File: config.mk
export PLATFORM = sky130hd
export DESIGN_NAME = stitch_delta_stream_decoder_top
export DESIGN_NICKNAME = d
export VERILOG_FILES = /design/src/hw/rtl/sdd_pkg.sv /design/src/hw/rtl/sdd_parser.sv /design/src/hw/rtl/sdd_out_buf.sv /design/src/hw/rtl/stitch_delta_stream_decoder_top.sv
export SDC_FILE = /design/constraint.sdc
export NUM_CORES = 1
export LEC_CHECK = 0
export BUFFER_PORTS_ARGS = -buffer_cell sky130_fd_sc_hd__buf_4
export CAP_MARGIN = 20
export CORE_ASPECT_RATIO = 0.5
export CORE_MARGIN = 5
export CORE_UTILIZATION = 40
export DETAILED_ROUTE_END_ITERATION = 10
export REMOVE_ABC_BUFFERS = 1
export SYNTH_ARGS = -nofsm -noshare
export SYNTH_HDL_FRONTEND = slang
export SYNTH_SLANG_ARGS = --single-unit
File: constraint.sdc
create_clock -name i_clk -period 4.6 [get_ports i_clk]
set_clock_uncertainty 0.1 [all_clocks]
set_input_delay 0.46 -clock i_clk [delete_from_list [all_inputs] [get_ports i_clk]]
set_output_delay 0.46 -clock i_clk [all_outputs]
set_load 0.02 [all_outputs]
File: src/hw/rtl/sdd_pkg.sv
// ----------------------------------------------------------------------------
// sdd_pkg: shared types and constants for the stitch delta stream decoder
// Holds the result record and the byte codes of the stitch record format.
// ----------------------------------------------------------------------------
package sdd_pkg;

    // Escape marker in the x position of a short record
    localparam logic [7:0] ESC_BYTE = 8'h80;
    // Selector that opens a long (trim) record
    localparam logic [7:0] SEL_LONG = 8'h01;

    // Stitch kinds
    localparam logic KIND_NORMAL = 1'b0;
    localparam logic KIND_TRIM   = 1'b1;

    // One decoded stitch
    typedef struct packed {
        logic               truncated;
        logic               stitch_kind;
        logic signed [15:0] delta_y;
        logic signed [15:0] delta_x;
    } t_result;

endpackage

File: src/hw/rtl/sdd_parser.sv
// ----------------------------------------------------------------------------
// sdd_parser: input register and record parser
// Registers each incoming beat, advances the record phase and forms at most
// one stitch result per byte in a single pass of combinational logic.
// ----------------------------------------------------------------------------
module sdd_parser
    import sdd_pkg::*;
(
    input  logic       i_clk,
    input  logic       i_rst_n,
    // Byte side
    input  logic       i_in_valid,
    output logic       o_in_ready,
    input  logic [7:0] i_in_byte,
    input  logic       i_in_end,
    // Result side
    output logic       o_res_valid,
    input  logic       i_res_ready,
    output t_result    o_res
);

    // Record phases
    localparam logic [2:0] PH_X     = 3'd0;
    localparam logic [2:0] PH_SEL   = 3'd1;
    localparam logic [2:0] PH_XH    = 3'd2;
    localparam logic [2:0] PH_XL    = 3'd3;
    localparam logic [2:0] PH_YH    = 3'd4;
    localparam logic [2:0] PH_YL    = 3'd5;
    localparam logic [2:0] PH_SKIP1 = 3'd6;
    localparam logic [2:0] PH_SKIP2 = 3'd7;

    logic        r_in_valid;
    logic [7:0]  r_in_byte;
    logic        r_in_end;

    logic [2:0]  r_phase,  n_phase;
    logic [7:0]  r_x_byte, n_x_byte;
    logic [7:0]  r_high,   n_high;
    logic [15:0] r_long_x, n_long_x;

    logic        w_done;
    logic        w_emit;
    t_result     w_res;
    logic        w_fire;

    // Sign-extend a short delta; the escape value itself reads as +128
    function automatic logic [15:0] short_delta(input logic [7:0] b);
        if (b > ESC_BYTE) begin
            short_delta = {8'hFF, b};
        end else begin
            short_delta = {8'h00, b};
        end
    endfunction

    // Consume the held byte when no result is formed or the result is taken
    assign w_fire      = r_in_valid && (!w_emit || i_res_ready);
    assign o_in_ready  = !r_in_valid || w_fire;
    assign o_res_valid = r_in_valid && w_emit;
    assign o_res       = w_res;

    // Hold the incoming beat
    always_ff @(posedge i_clk) begin
        if (!i_rst_n) begin
            r_in_valid <= 1'b0;
        end else if (o_in_ready) begin
            r_in_valid <= i_in_valid;
        end
        if (o_in_ready && i_in_valid) begin
            r_in_byte <= i_in_byte;
            r_in_end  <= i_in_end;
        end
    end

    // Decode one byte against the current phase
    always_comb begin
        n_phase  = r_phase;
        n_x_byte = r_x_byte;
        n_high   = r_high;
        n_long_x = r_long_x;
        w_done   = 1'b0;
        w_emit   = 1'b0;
        w_res    = '0;
        unique case (r_phase)
            PH_X: begin
                n_x_byte = r_in_byte;
                n_phase  = PH_SEL;
            end
            PH_SEL: begin
                w_done  = 1'b1;
                n_phase = PH_X;
                if (r_x_byte == ESC_BYTE) begin
                    if (r_in_byte == SEL_LONG) begin
                        w_done  = 1'b0;
                        n_phase = PH_XH;
                    end
                end else begin
                    w_emit            = 1'b1;
                    w_res.delta_x     = short_delta(r_x_byte);
                    w_res.delta_y     = short_delta(r_in_byte);
                    w_res.stitch_kind = KIND_NORMAL;
                end
            end
            PH_XH: begin
                n_high  = r_in_byte;
                n_phase = PH_XL;
            end
            PH_XL: begin
                n_long_x = {r_high, r_in_byte};
                n_phase  = PH_YH;
            end
            PH_YH: begin
                n_high  = r_in_byte;
                n_phase = PH_YL;
            end
            PH_YL: begin
                w_emit            = 1'b1;
                w_res.delta_x     = r_long_x;
                w_res.delta_y     = {r_high, r_in_byte};
                w_res.stitch_kind = KIND_TRIM;
                n_phase           = PH_SKIP1;
            end
            PH_SKIP1: begin
                n_phase = PH_SKIP2;
            end
            PH_SKIP2: begin
                w_done  = 1'b1;
                n_phase = PH_X;
            end
            default: begin
                n_phase = PH_X;
            end
        endcase

        // Block end: flag an unfinished record and drop back to reset state
        if (r_in_end) begin
            if (!w_done) begin
                w_emit          = 1'b1;
                w_res           = '0;
                w_res.truncated = 1'b1;
            end
            n_phase  = PH_X;
            n_x_byte = '0;
            n_high   = '0;
            n_long_x = '0;
        end
    end

    // Advance the parse state on each consumed byte
    always_ff @(posedge i_clk) begin
        if (!i_rst_n) begin
            r_phase  <= PH_X;
            r_x_byte <= '0;
            r_high   <= '0;
            r_long_x <= '0;
        end else if (w_fire) begin
            r_phase  <= n_phase;
            r_x_byte <= n_x_byte;
            r_high   <= n_high;
            r_long_x <= n_long_x;
        end
    end

`ifndef ASSERT_OFF
    // A block end always leaves the parser at the start of a record
    a_end_resets: assert property (@(posedge i_clk) disable iff (!i_rst_n)
        (w_fire && r_in_end) |=> (r_phase == PH_X && r_long_x == '0))
        else $error("parser not reset after block end");

    // A truncated result carries zero deltas and a normal kind
    a_trunc_zero: assert property (@(posedge i_clk) disable iff (!i_rst_n)
        (o_res_valid && o_res.truncated) |->
        (o_res.delta_x == '0 && o_res.delta_y == '0 && o_res.stitch_kind == KIND_NORMAL))
        else $error("truncated result with nonzero payload");

    // A trim only comes from the low byte of the long y delta
    a_trim_phase: assert property (@(posedge i_clk) disable iff (!i_rst_n)
        (o_res_valid && o_res.stitch_kind == KIND_TRIM) |->
        (r_phase == PH_YL && !r_in_end))
        else $error("trim result outside long y low byte");
`endif

endmodule

File: src/hw/rtl/sdd_out_buf.sv
// ----------------------------------------------------------------------------
// sdd_out_buf: two-entry result buffer
// Registers results so the parser keeps taking bytes while the sink stalls.
// ----------------------------------------------------------------------------
module sdd_out_buf
    import sdd_pkg::*;
(
    input  logic    i_clk,
    input  logic    i_rst_n,
    input  logic    i_push_valid,
    output logic    o_push_ready,
    input  t_result i_push_data,
    output logic    o_pop_valid,
    input  logic    i_pop_ready,
    output t_result o_pop_data
);

    t_result    r_mem [2];
    logic       r_wr_ptr;
    logic       r_rd_ptr;
    logic [1:0] r_count;
    logic       w_push;
    logic       w_pop;

    assign o_push_ready = (r_count != 2'd2);
    assign o_pop_valid  = (r_count != 2'd0);
    assign o_pop_data   = r_mem[r_rd_ptr];
    assign w_push       = i_push_valid && o_push_ready;
    assign w_pop        = o_pop_valid && i_pop_ready;

    // Store results
    always_ff @(posedge i_clk) begin
        if (w_push) begin
            r_mem[r_wr_ptr] <= i_push_data;
        end
    end

    // Advance pointers and occupancy
    always_ff @(posedge i_clk) begin
        if (!i_rst_n) begin
            r_wr_ptr <= 1'b0;
            r_rd_ptr <= 1'b0;
            r_count  <= 2'd0;
        end else begin
            if (w_push) begin
                r_wr_ptr <= !r_wr_ptr;
            end
            if (w_pop) begin
                r_rd_ptr <= !r_rd_ptr;
            end
            case ({w_push, w_pop})
                2'b10:   r_count <= r_count + 2'd1;
                2'b01:   r_count <= r_count - 2'd1;
                default: r_count <= r_count;
            endcase
        end
    end

endmodule

File: src/hw/rtl/stitch_delta_stream_decoder_top.sv
// ----------------------------------------------------------------------------
// stitch_delta_stream_decoder_top: stitch record decoder
// Decodes short and long stitch records from a byte stream.
//
//   channel  dir  tdata                          tuser / tlast
//   s_axis   in   [7:0] in_byte                  tlast = block_end
//   m_axis   out  [15:0] delta_x, [31:16] delta_y tuser[0] kind, [1] truncated
//
// One byte is taken every cycle while the result buffer has room; a result
// leaves via the input register, then the result buffer. The per-byte phase
// update in the parser sets the rate. Reset (synchronous, active low) returns
// the parser to the first x byte and empties both stages. A stalled sink fills
// the two-entry result buffer before the byte side is held.
// ----------------------------------------------------------------------------
module stitch_delta_stream_decoder_top
    import sdd_pkg::*;
(
    input  logic        i_clk,
    input  logic        i_rst_n,
    input  logic        s_axis_tvalid,
    output logic        s_axis_tready,
    input  logic [7:0]  s_axis_tdata,   // [7:0] in_byte
    input  logic        s_axis_tlast,   // block_end
    output logic        m_axis_tvalid,
    input  logic        m_axis_tready,
    output logic [31:0] m_axis_tdata,   // [15:0] delta_x, [31:16] delta_y
    output logic [1:0]  m_axis_tuser    // [0] stitch_kind, [1] truncated
);

    logic    w_res_valid;
    logic    w_res_ready;
    t_result w_res;
    t_result w_out;

    // Parse bytes into stitch results
    sdd_parser u_parser (
        .i_clk       (i_clk),
        .i_rst_n     (i_rst_n),
        .i_in_valid  (s_axis_tvalid),
        .o_in_ready  (s_axis_tready),
        .i_in_byte   (s_axis_tdata),
        .i_in_end    (s_axis_tlast),
        .o_res_valid (w_res_valid),
        .i_res_ready (w_res_ready),
        .o_res       (w_res)
    );

    // Buffer results toward the sink
    sdd_out_buf u_out_buf (
        .i_clk        (i_clk),
        .i_rst_n      (i_rst_n),
        .i_push_valid (w_res_valid),
        .o_push_ready (w_res_ready),
        .i_push_data  (w_res),
        .o_pop_valid  (m_axis_tvalid),
        .i_pop_ready  (m_axis_tready),
        .o_pop_data   (w_out)
    );

    // Pack the result beat
    assign m_axis_tdata = {w_out.delta_y, w_out.delta_x};
    assign m_axis_tuser = {w_out.truncated, w_out.stitch_kind};

endmodule
==> qor.csv, run 1 <==
metric,value,unit
outcome,"finished, final reports clean",
WS Path Type,register to primary output,
crit end category,primary output,
max cap viols,0,
post-synth cell types,42,
DPL Wire Length,6.521,mm
crit-path most repeated cell,buf_4,
initial DRC count,175,
WL final,10.16,mm
Mapped Cells,379,
DRC viols,0,
DIE AREA,0.01491,mm^2
clk root buf,clkbuf_16,
port bufs,48,
VDD IR-drop max,0.2095,mV
die height,88.88,um
first-pass GRT wire length,16.74,mm
power per cell area,469.3,mW/mm^2
Ys Warns,0,
Slew HR,28.31,%
post_cts resized,0,
drt pass-1 iters,4,
I/O pins,49,
Syn Std Cell Area,0.004977,mm^2
Area Overhead vs Synth,22.90,%
number of global-route vias before repair,3108,
CTS Sinks,118,
synthesized flop and latch total,118,
"Req. time, crit path",4.04,ns
syn avg cell area,13.13,um^2
DR WL/cell,16.71,um
vias post-DR,3075,
largest net degree at the start of global routing,61,
# diodes,0,
RSZ-0062 raised after global routing,false,
GPL Wtd Cong,0.8060,
Slew Limit Fails,0,
TNS Setup,0,ns
WP buf/inv,2,
cts bufs inserted,17,
Clock Latency Late Sink,0.40,ns
Max Freq,346.4,MHz
"Hold Vio Cnt, Final",0,
crit-path max FO,15,
setup bufs post-CTS,0,
Clock Pin Slew Worst Setup and Hold Paths,0.05,ns
worst min path class,primary input to register,
Max stage delay on crit path,0.45,ns
Finished Core Util,51.05,%
family with the most delay on the worst path,simple AND/OR/NAND/NOR gates,
Post-CTS Hold Buffers,0,
"Seq/Total Area, Yosys",62.95,%
die width,167.8,um
# nets final,444,
Post-synth ARST share,0,%
share of layout cells above drive strength 1,29.80,%
nature of the critical path startpoint,register,
clock tree buffer depth,2,
row cnt,28,
CTS tree,done,
GRT Resource Usage Total,14.59,%
CP max-delay cell,nor4b_1,
Final period util,62.76,%
Crit path arrival time,2.33,ns
DRT antenna net count,0,
vias per inst,5.058,
top_reg_cell synth,edfxtp_1,
leak pwr,2.174,nW
GRT Residual Overflow,0,
core area,0.01198,mm^2
htree depth,4,
number of flops mapped to enable cells by yosys,77,
Slew @ Worst Pin,1.072,ns
Starting Density,41.54,%
initial antenna violation count,0,
CP cell instances,nor4b_1 -> nand4_2 -> a21oi_1 -> buf_4 -> o2111ai_1 -> buf_4,
crit path time final,2.887,ns
final setup violating endpoints,0,
[kinds of logic after synthesis]
| logic type | Yosys count | share of synthesized area, % |
|---|---|---|
| compound gates | 35 | 4.651 |
| xor+xnor | 4 | 0.7038 |
| fa+ha+maj | 1 | 0.2513 |
| buf+inv | 25 | 2.061 |
| flops | 118 | 62.95 |
| mux | 74 | 15.74 |
| simple gates | 122 | 13.65 |
[cell usage in the layout (no fill, tap or decap), drive strengths merged, types with 2 or more instances in the layout]
cell      instances
edfxtp           77
nand2            55
buf              53
dfxtp            41
mux2i            40
mux2             34
clkbuf           23
a21oi            20
nor2             17
nand3b           16
and2             11
nor3              6
inv               4
xnor2             4
bufinv            4
nor2b             3
clkinv            3
a21boi            3
nand2b            2
nand3             2
or2               2
o311a             2
a31o              2
or3               2
o21ai             2
clkinvlp          2
nor4              2
nor4b             2
a211oi            2
[layout make-up]
type	count	area, um^2
inverters	4	15.01
flip-flops and latches	118	3133
repair buffers	53	397.9
clock buffers	23	467.9
well taps	165	206.4
clock inverters	9	150.1
fillers	1047	5864
multi-input cells	236	1747
[routing by layer]
metal	vias to the layer above	global-route usage (%)	wire, um
met4	0	5.891	104
met3	8	4.596	416
met1	1529	20.35	5127
met2	65	21.29	4509
met5	-	0	0
li1	1473	-	-
[per-stage QoR]
stage	total power, mW	hold slack [ns]	instance area, um^2	setup slack (ns)	std cells
floorplan	1.401	0.3344	4890	0.7422	358
global placement	1.525	0.3457	5499	1.812	576
detailed placement	1.527	0.3494	5499	1.793	576
CTS	2.903	0.1206	6117	1.688	608
global route	2.988	0.1149	6117	1.543	608
finish	2.870	0.1370	6117	1.713	608
[power breakdown]
group	switching (mW)	internal, mW
Combinational	0.176	0.144
Clock	0.438	0.932
Sequential	0.0225	1.16
Total	0.637	2.23
[path summary, 6_finish.rpt]
check	start	end	slack (ns)	cells after the start
worst max register to register	u_parser.r_in_byte[4]	u_out_buf.r_mem[0][20]	1.78	7
worst min register to register	u_parser.r_long_x[5]	u_parser.r_long_x[5]	0.35	2
worst max-delay path	u_parser.r_in_byte[4]	s_axis_tready	1.71	6
worst min-delay path	s_axis_tdata[0]	u_parser.r_in_byte[0]	0.14	1
[worst reg2reg max path, stage by stage, from the launching register on]
cell	delay, ns
edfxtp_1	0.42
nor4b_1	0.45
nand4_2	0.22
a21oi_1	0.19
buf_4	0.24
o211ai_1	0.23
nor2_2	0.15
buf_4	0.41
[registers in the layout, indices dropped and copies added, names as in the netlist, named ones only]
name	count
u_out_buf.r_rd_ptr	1
u_parser.r_long_x	16
u_parser.r_in_end	1
u_parser.r_phase	3
u_parser.r_in_byte	8
u_parser.r_in_valid	1
u_out_buf.r_mem	68
u_parser.r_x_byte	8
u_parser.r_high	8
u_out_buf.r_count	2
u_out_buf.r_wr_ptr	1
[synth_stat cells (2+ instances only)]
cell type | number | area share, %
a21oi_1 | 20 | 2.0
nand2b_1 | 2 | 0.25
or3_1 | 2 | 0.25
edfxtp_1 | 77 | 46
a31o_2 | 2 | 0.35
clkbuf_1 | 15 | 1.1
and2_1 | 11 | 1.4
mux2_2 | 34 | 7.7
o311a_1 | 2 | 0.40
nand3b_1 | 16 | 2.4
o21ai_0 | 2 | 0.20
xnor2_1 | 4 | 0.70
mux2i_1 | 40 | 8.0
nand2_1 | 54 | 4.1
nand3_1 | 2 | 0.20
inv_1 | 4 | 0.30
nor2b_1 | 3 | 0.38
buf_1 | 4 | 0.30
nor3_1 | 3 | 0.30
or2_2 | 2 | 0.25
nor2_1 | 16 | 1.2
nor3_4 | 3 | 0.98
dfxtp_1 | 41 | 16
a21boi_1 | 2 | 0.30
(Power assumes the default switching activity.)
==> run 2: changes to the inputs <==
==> constraint.sdc (replaced) <==
create_clock -name i_clk -period 2.8 [get_ports i_clk]
set_clock_uncertainty 0.1 [all_clocks]
set_input_delay 0.28 -clock i_clk [delete_from_list [all_inputs] [get_ports i_clk]]
set_output_delay 0.28 -clock i_clk [all_outputs]
set_load 0.02 [all_outputs]
==> qor.csv, run 2 (synthesized netlist as in run 1, its figures left out) <==
metric,value,unit
vias per inst,4.989,
Max stage delay on crit path,0.44,ns
# diodes,0,
initial antenna violation count,0,
Final period util,92.02,%
RSZ-0062 raised after global routing,false,
VDD IR-drop max,0.4008,mV
number of global-route vias before repair,3179,
WL final,10.09,mm
dpl cell area,0.005554,mm^2
max cap viols,0,
WS Path Type,register to primary output,
Internal,3.492,mW
filler instances,1042,
CTS Sinks,118,
Area Overhead vs Synth,25.26,%
worst min path class,primary input to register,
clock tree buffer depth,2,
Slew HR,30.07,%
DPL Wire Length,6.667,mm
Reg2Reg Setup Slack,0.30,ns
Reg2Reg Depth,5,
family with the most delay on the worst path,simple AND/OR/NAND/NOR gates,
vias post-DR,3098,
leak pwr,2.223,nW
# nets final,457,
first-pass GRT wire length,16.61,mm
crit-path max FO,14,
Top Registers,"u_out_buf.r_mem (68), u_parser.r_long_x (16)",
setup bufs post-CTS,0,
PnR Total Power,4.533,mW
"most common cell after layout, fill and taps aside",edfxtp_1,
Slew @ Worst Pin,1.045,ns
DR WL/cell,16.25,um
die height,88.88,um
Global Route met3 Usage,3.436,%
"Design Area, Final",0.006235,mm^2
die width,167.8,um
Crit path arrival time,2.20,ns
Sw Ratio,22.97,%
largest net degree at the start of global routing,61,
nature of the critical path startpoint,register,
GRT Resource Usage Total,14.41,%
Clock Latency Late Sink,0.40,ns
htree depth,4,
outcome,"finished, final reports clean",
power per cell area,727.1,mW/mm^2
DIE AREA,0.01491,mm^2
share of layout cells above drive strength 1,30.26,%
core area,0.01198,mm^2
GRT busiest layer,met2,
port bufs,48,
WP buf/inv,2,
"Hold Vio Cnt, Final",0,
sequential share of power,42.7,%
Clk pwr share,45.2,%
Clock Pin Slew Worst Setup and Hold Paths,0.05,ns
Switching Power,1.041,mW
I/O pins,49,
Reg-to-Reg End,u_parser.r_long_x[1],
"Req. time, crit path",2.42,ns
CTS tree,done,
max reg flops,68,
most frequent cells in the layout,"edfxtp_1, nand2_1, buf_4, dfxtp_1, mux2i_1",
met1 Use GR,19.39,%
crit end category,primary output,
hold path cells,3,
GPL Wtd Cong,0.7586,
DRC viols,0,
Biggest register,u_out_buf.r_mem,
Starting Density,41.54,%
clk root buf,clkbuf_16,
reg2reg start,u_parser.r_x_byte[0],
Max Freq,388.1,MHz
GRT Residual Overflow,0,
Global Route met2 Usage,22.71,%
CP max-delay cell,edfxtp_1,
Worst Hold End,u_parser.r_in_valid,
cts bufs inserted,17,
DRT antenna net count,0,
initial DRC count,181,
drt pass-1 iters,4,
crit path time final,2.577,ns
final setup violating endpoints,0,
CP cell instances,nor4_4 -> nand4_2 -> a21oi_2 -> buf_6 -> o2111ai_1 -> buf_4,
combinational cell fraction of total power,12.1,%
Slew Limit Fails,0,
Hold Startpoint,s_axis_tvalid,
row cnt,28,
[run 2: cell count changes in the layout (fill, tap and decap cells not counted), sizes merged]
cell         previous run  this run
buf                    53        57
bufinv                  4         2
clkbuf                 23        21
clkinv                  3         7
dlygate4sd3             0         9
[run 2: through the flow]
stage	instances	hold slack [ns]	util, %	setup WS [ns]	TNS [ns]
2_1_floorplan	358	0.2789	-	-1.058	-71.96
3_3_place_gp	580	0.3426	46.36	0.2228	0
3_5_place_dp	580	0.3466	46.36	0.2644	0
4_1_cts	621	0.01632	51.85	0.05933	0
5_1_grt	621	0.04055	52.04	0.02722	0
6_report	621	0.03048	52.04	0.2234	0
[run 2: layer usage]
metal  vias up  wire length (um)
li1       1508                 -
met1      1533              5127
met2        50              4556
met3         7               320
met4         0                85
met5         -                 0
[run 2: timing repair]
action / CTS / global route
endpoints found under the setup margin: 0 / 1
hold endpoints to repair: 9 / 0
resized for setup: 0 / 4
hold buffers: 9 / 0
[run 2: final cells by class]
cell class	count	area [um^2]	area share, %
Clock buffer	21	460.4	7.385
Clock inverter	11	107.6	1.726
Timing Repair Buffer	66	546.8	8.770
Sequential cell	118	3133	50.25
Multi-Input combinational cell	236	1765	28.32
Tap cell	165	206.4	3.311
Inverter	4	15.01	0.2408
[run 2: tightest hold or removal path, stage by stage]
cell and delay, ns:
buf_4 0.08, inv_1 0.03, a21boi_1 0.10
[run 2: how the worst max path moves through the flow]
| stage | slack, ns | start | depth (start not counted) | end |
|---|---|---|---|---|
| 6_report | 0.22 | u_parser.r_in_byte[1] | 6 | s_axis_tready |
| 5_1_grt | 0.03 | u_parser.r_in_byte[4] | 6 | s_axis_tready |
| 4_1_cts | 0.06 | u_parser.r_in_byte[4] | 6 | s_axis_tready |
| 3_5_place_dp | 0.26 | u_parser.r_in_byte[4] | 7 | u_out_buf.r_count[1] |
| 3_3_place_gp | 0.22 | u_parser.r_in_byte[4] | 7 | u_out_buf.r_count[1] |
| 2_1_floorplan | -1.06 | u_parser.r_in_byte[4] | 5 | u_out_buf.r_mem[0][0] |
[run 2: power groups by stage]
| stage | Combinational [mW] | Clock [mW] | Sequential, mW |
|---|---|---|---|
| after floorplan | 0.311 | 0 | 1.99 |
| after global placement | 0.541 | 0 | 1.97 |
| after detailed placement | 0.541 | 0 | 1.97 |
| after CTS | 0.554 | 2.08 | 1.93 |
| after global routing | 0.588 | 2.17 | 1.94 |
| final | 0.546 | 2.05 | 1.94 |
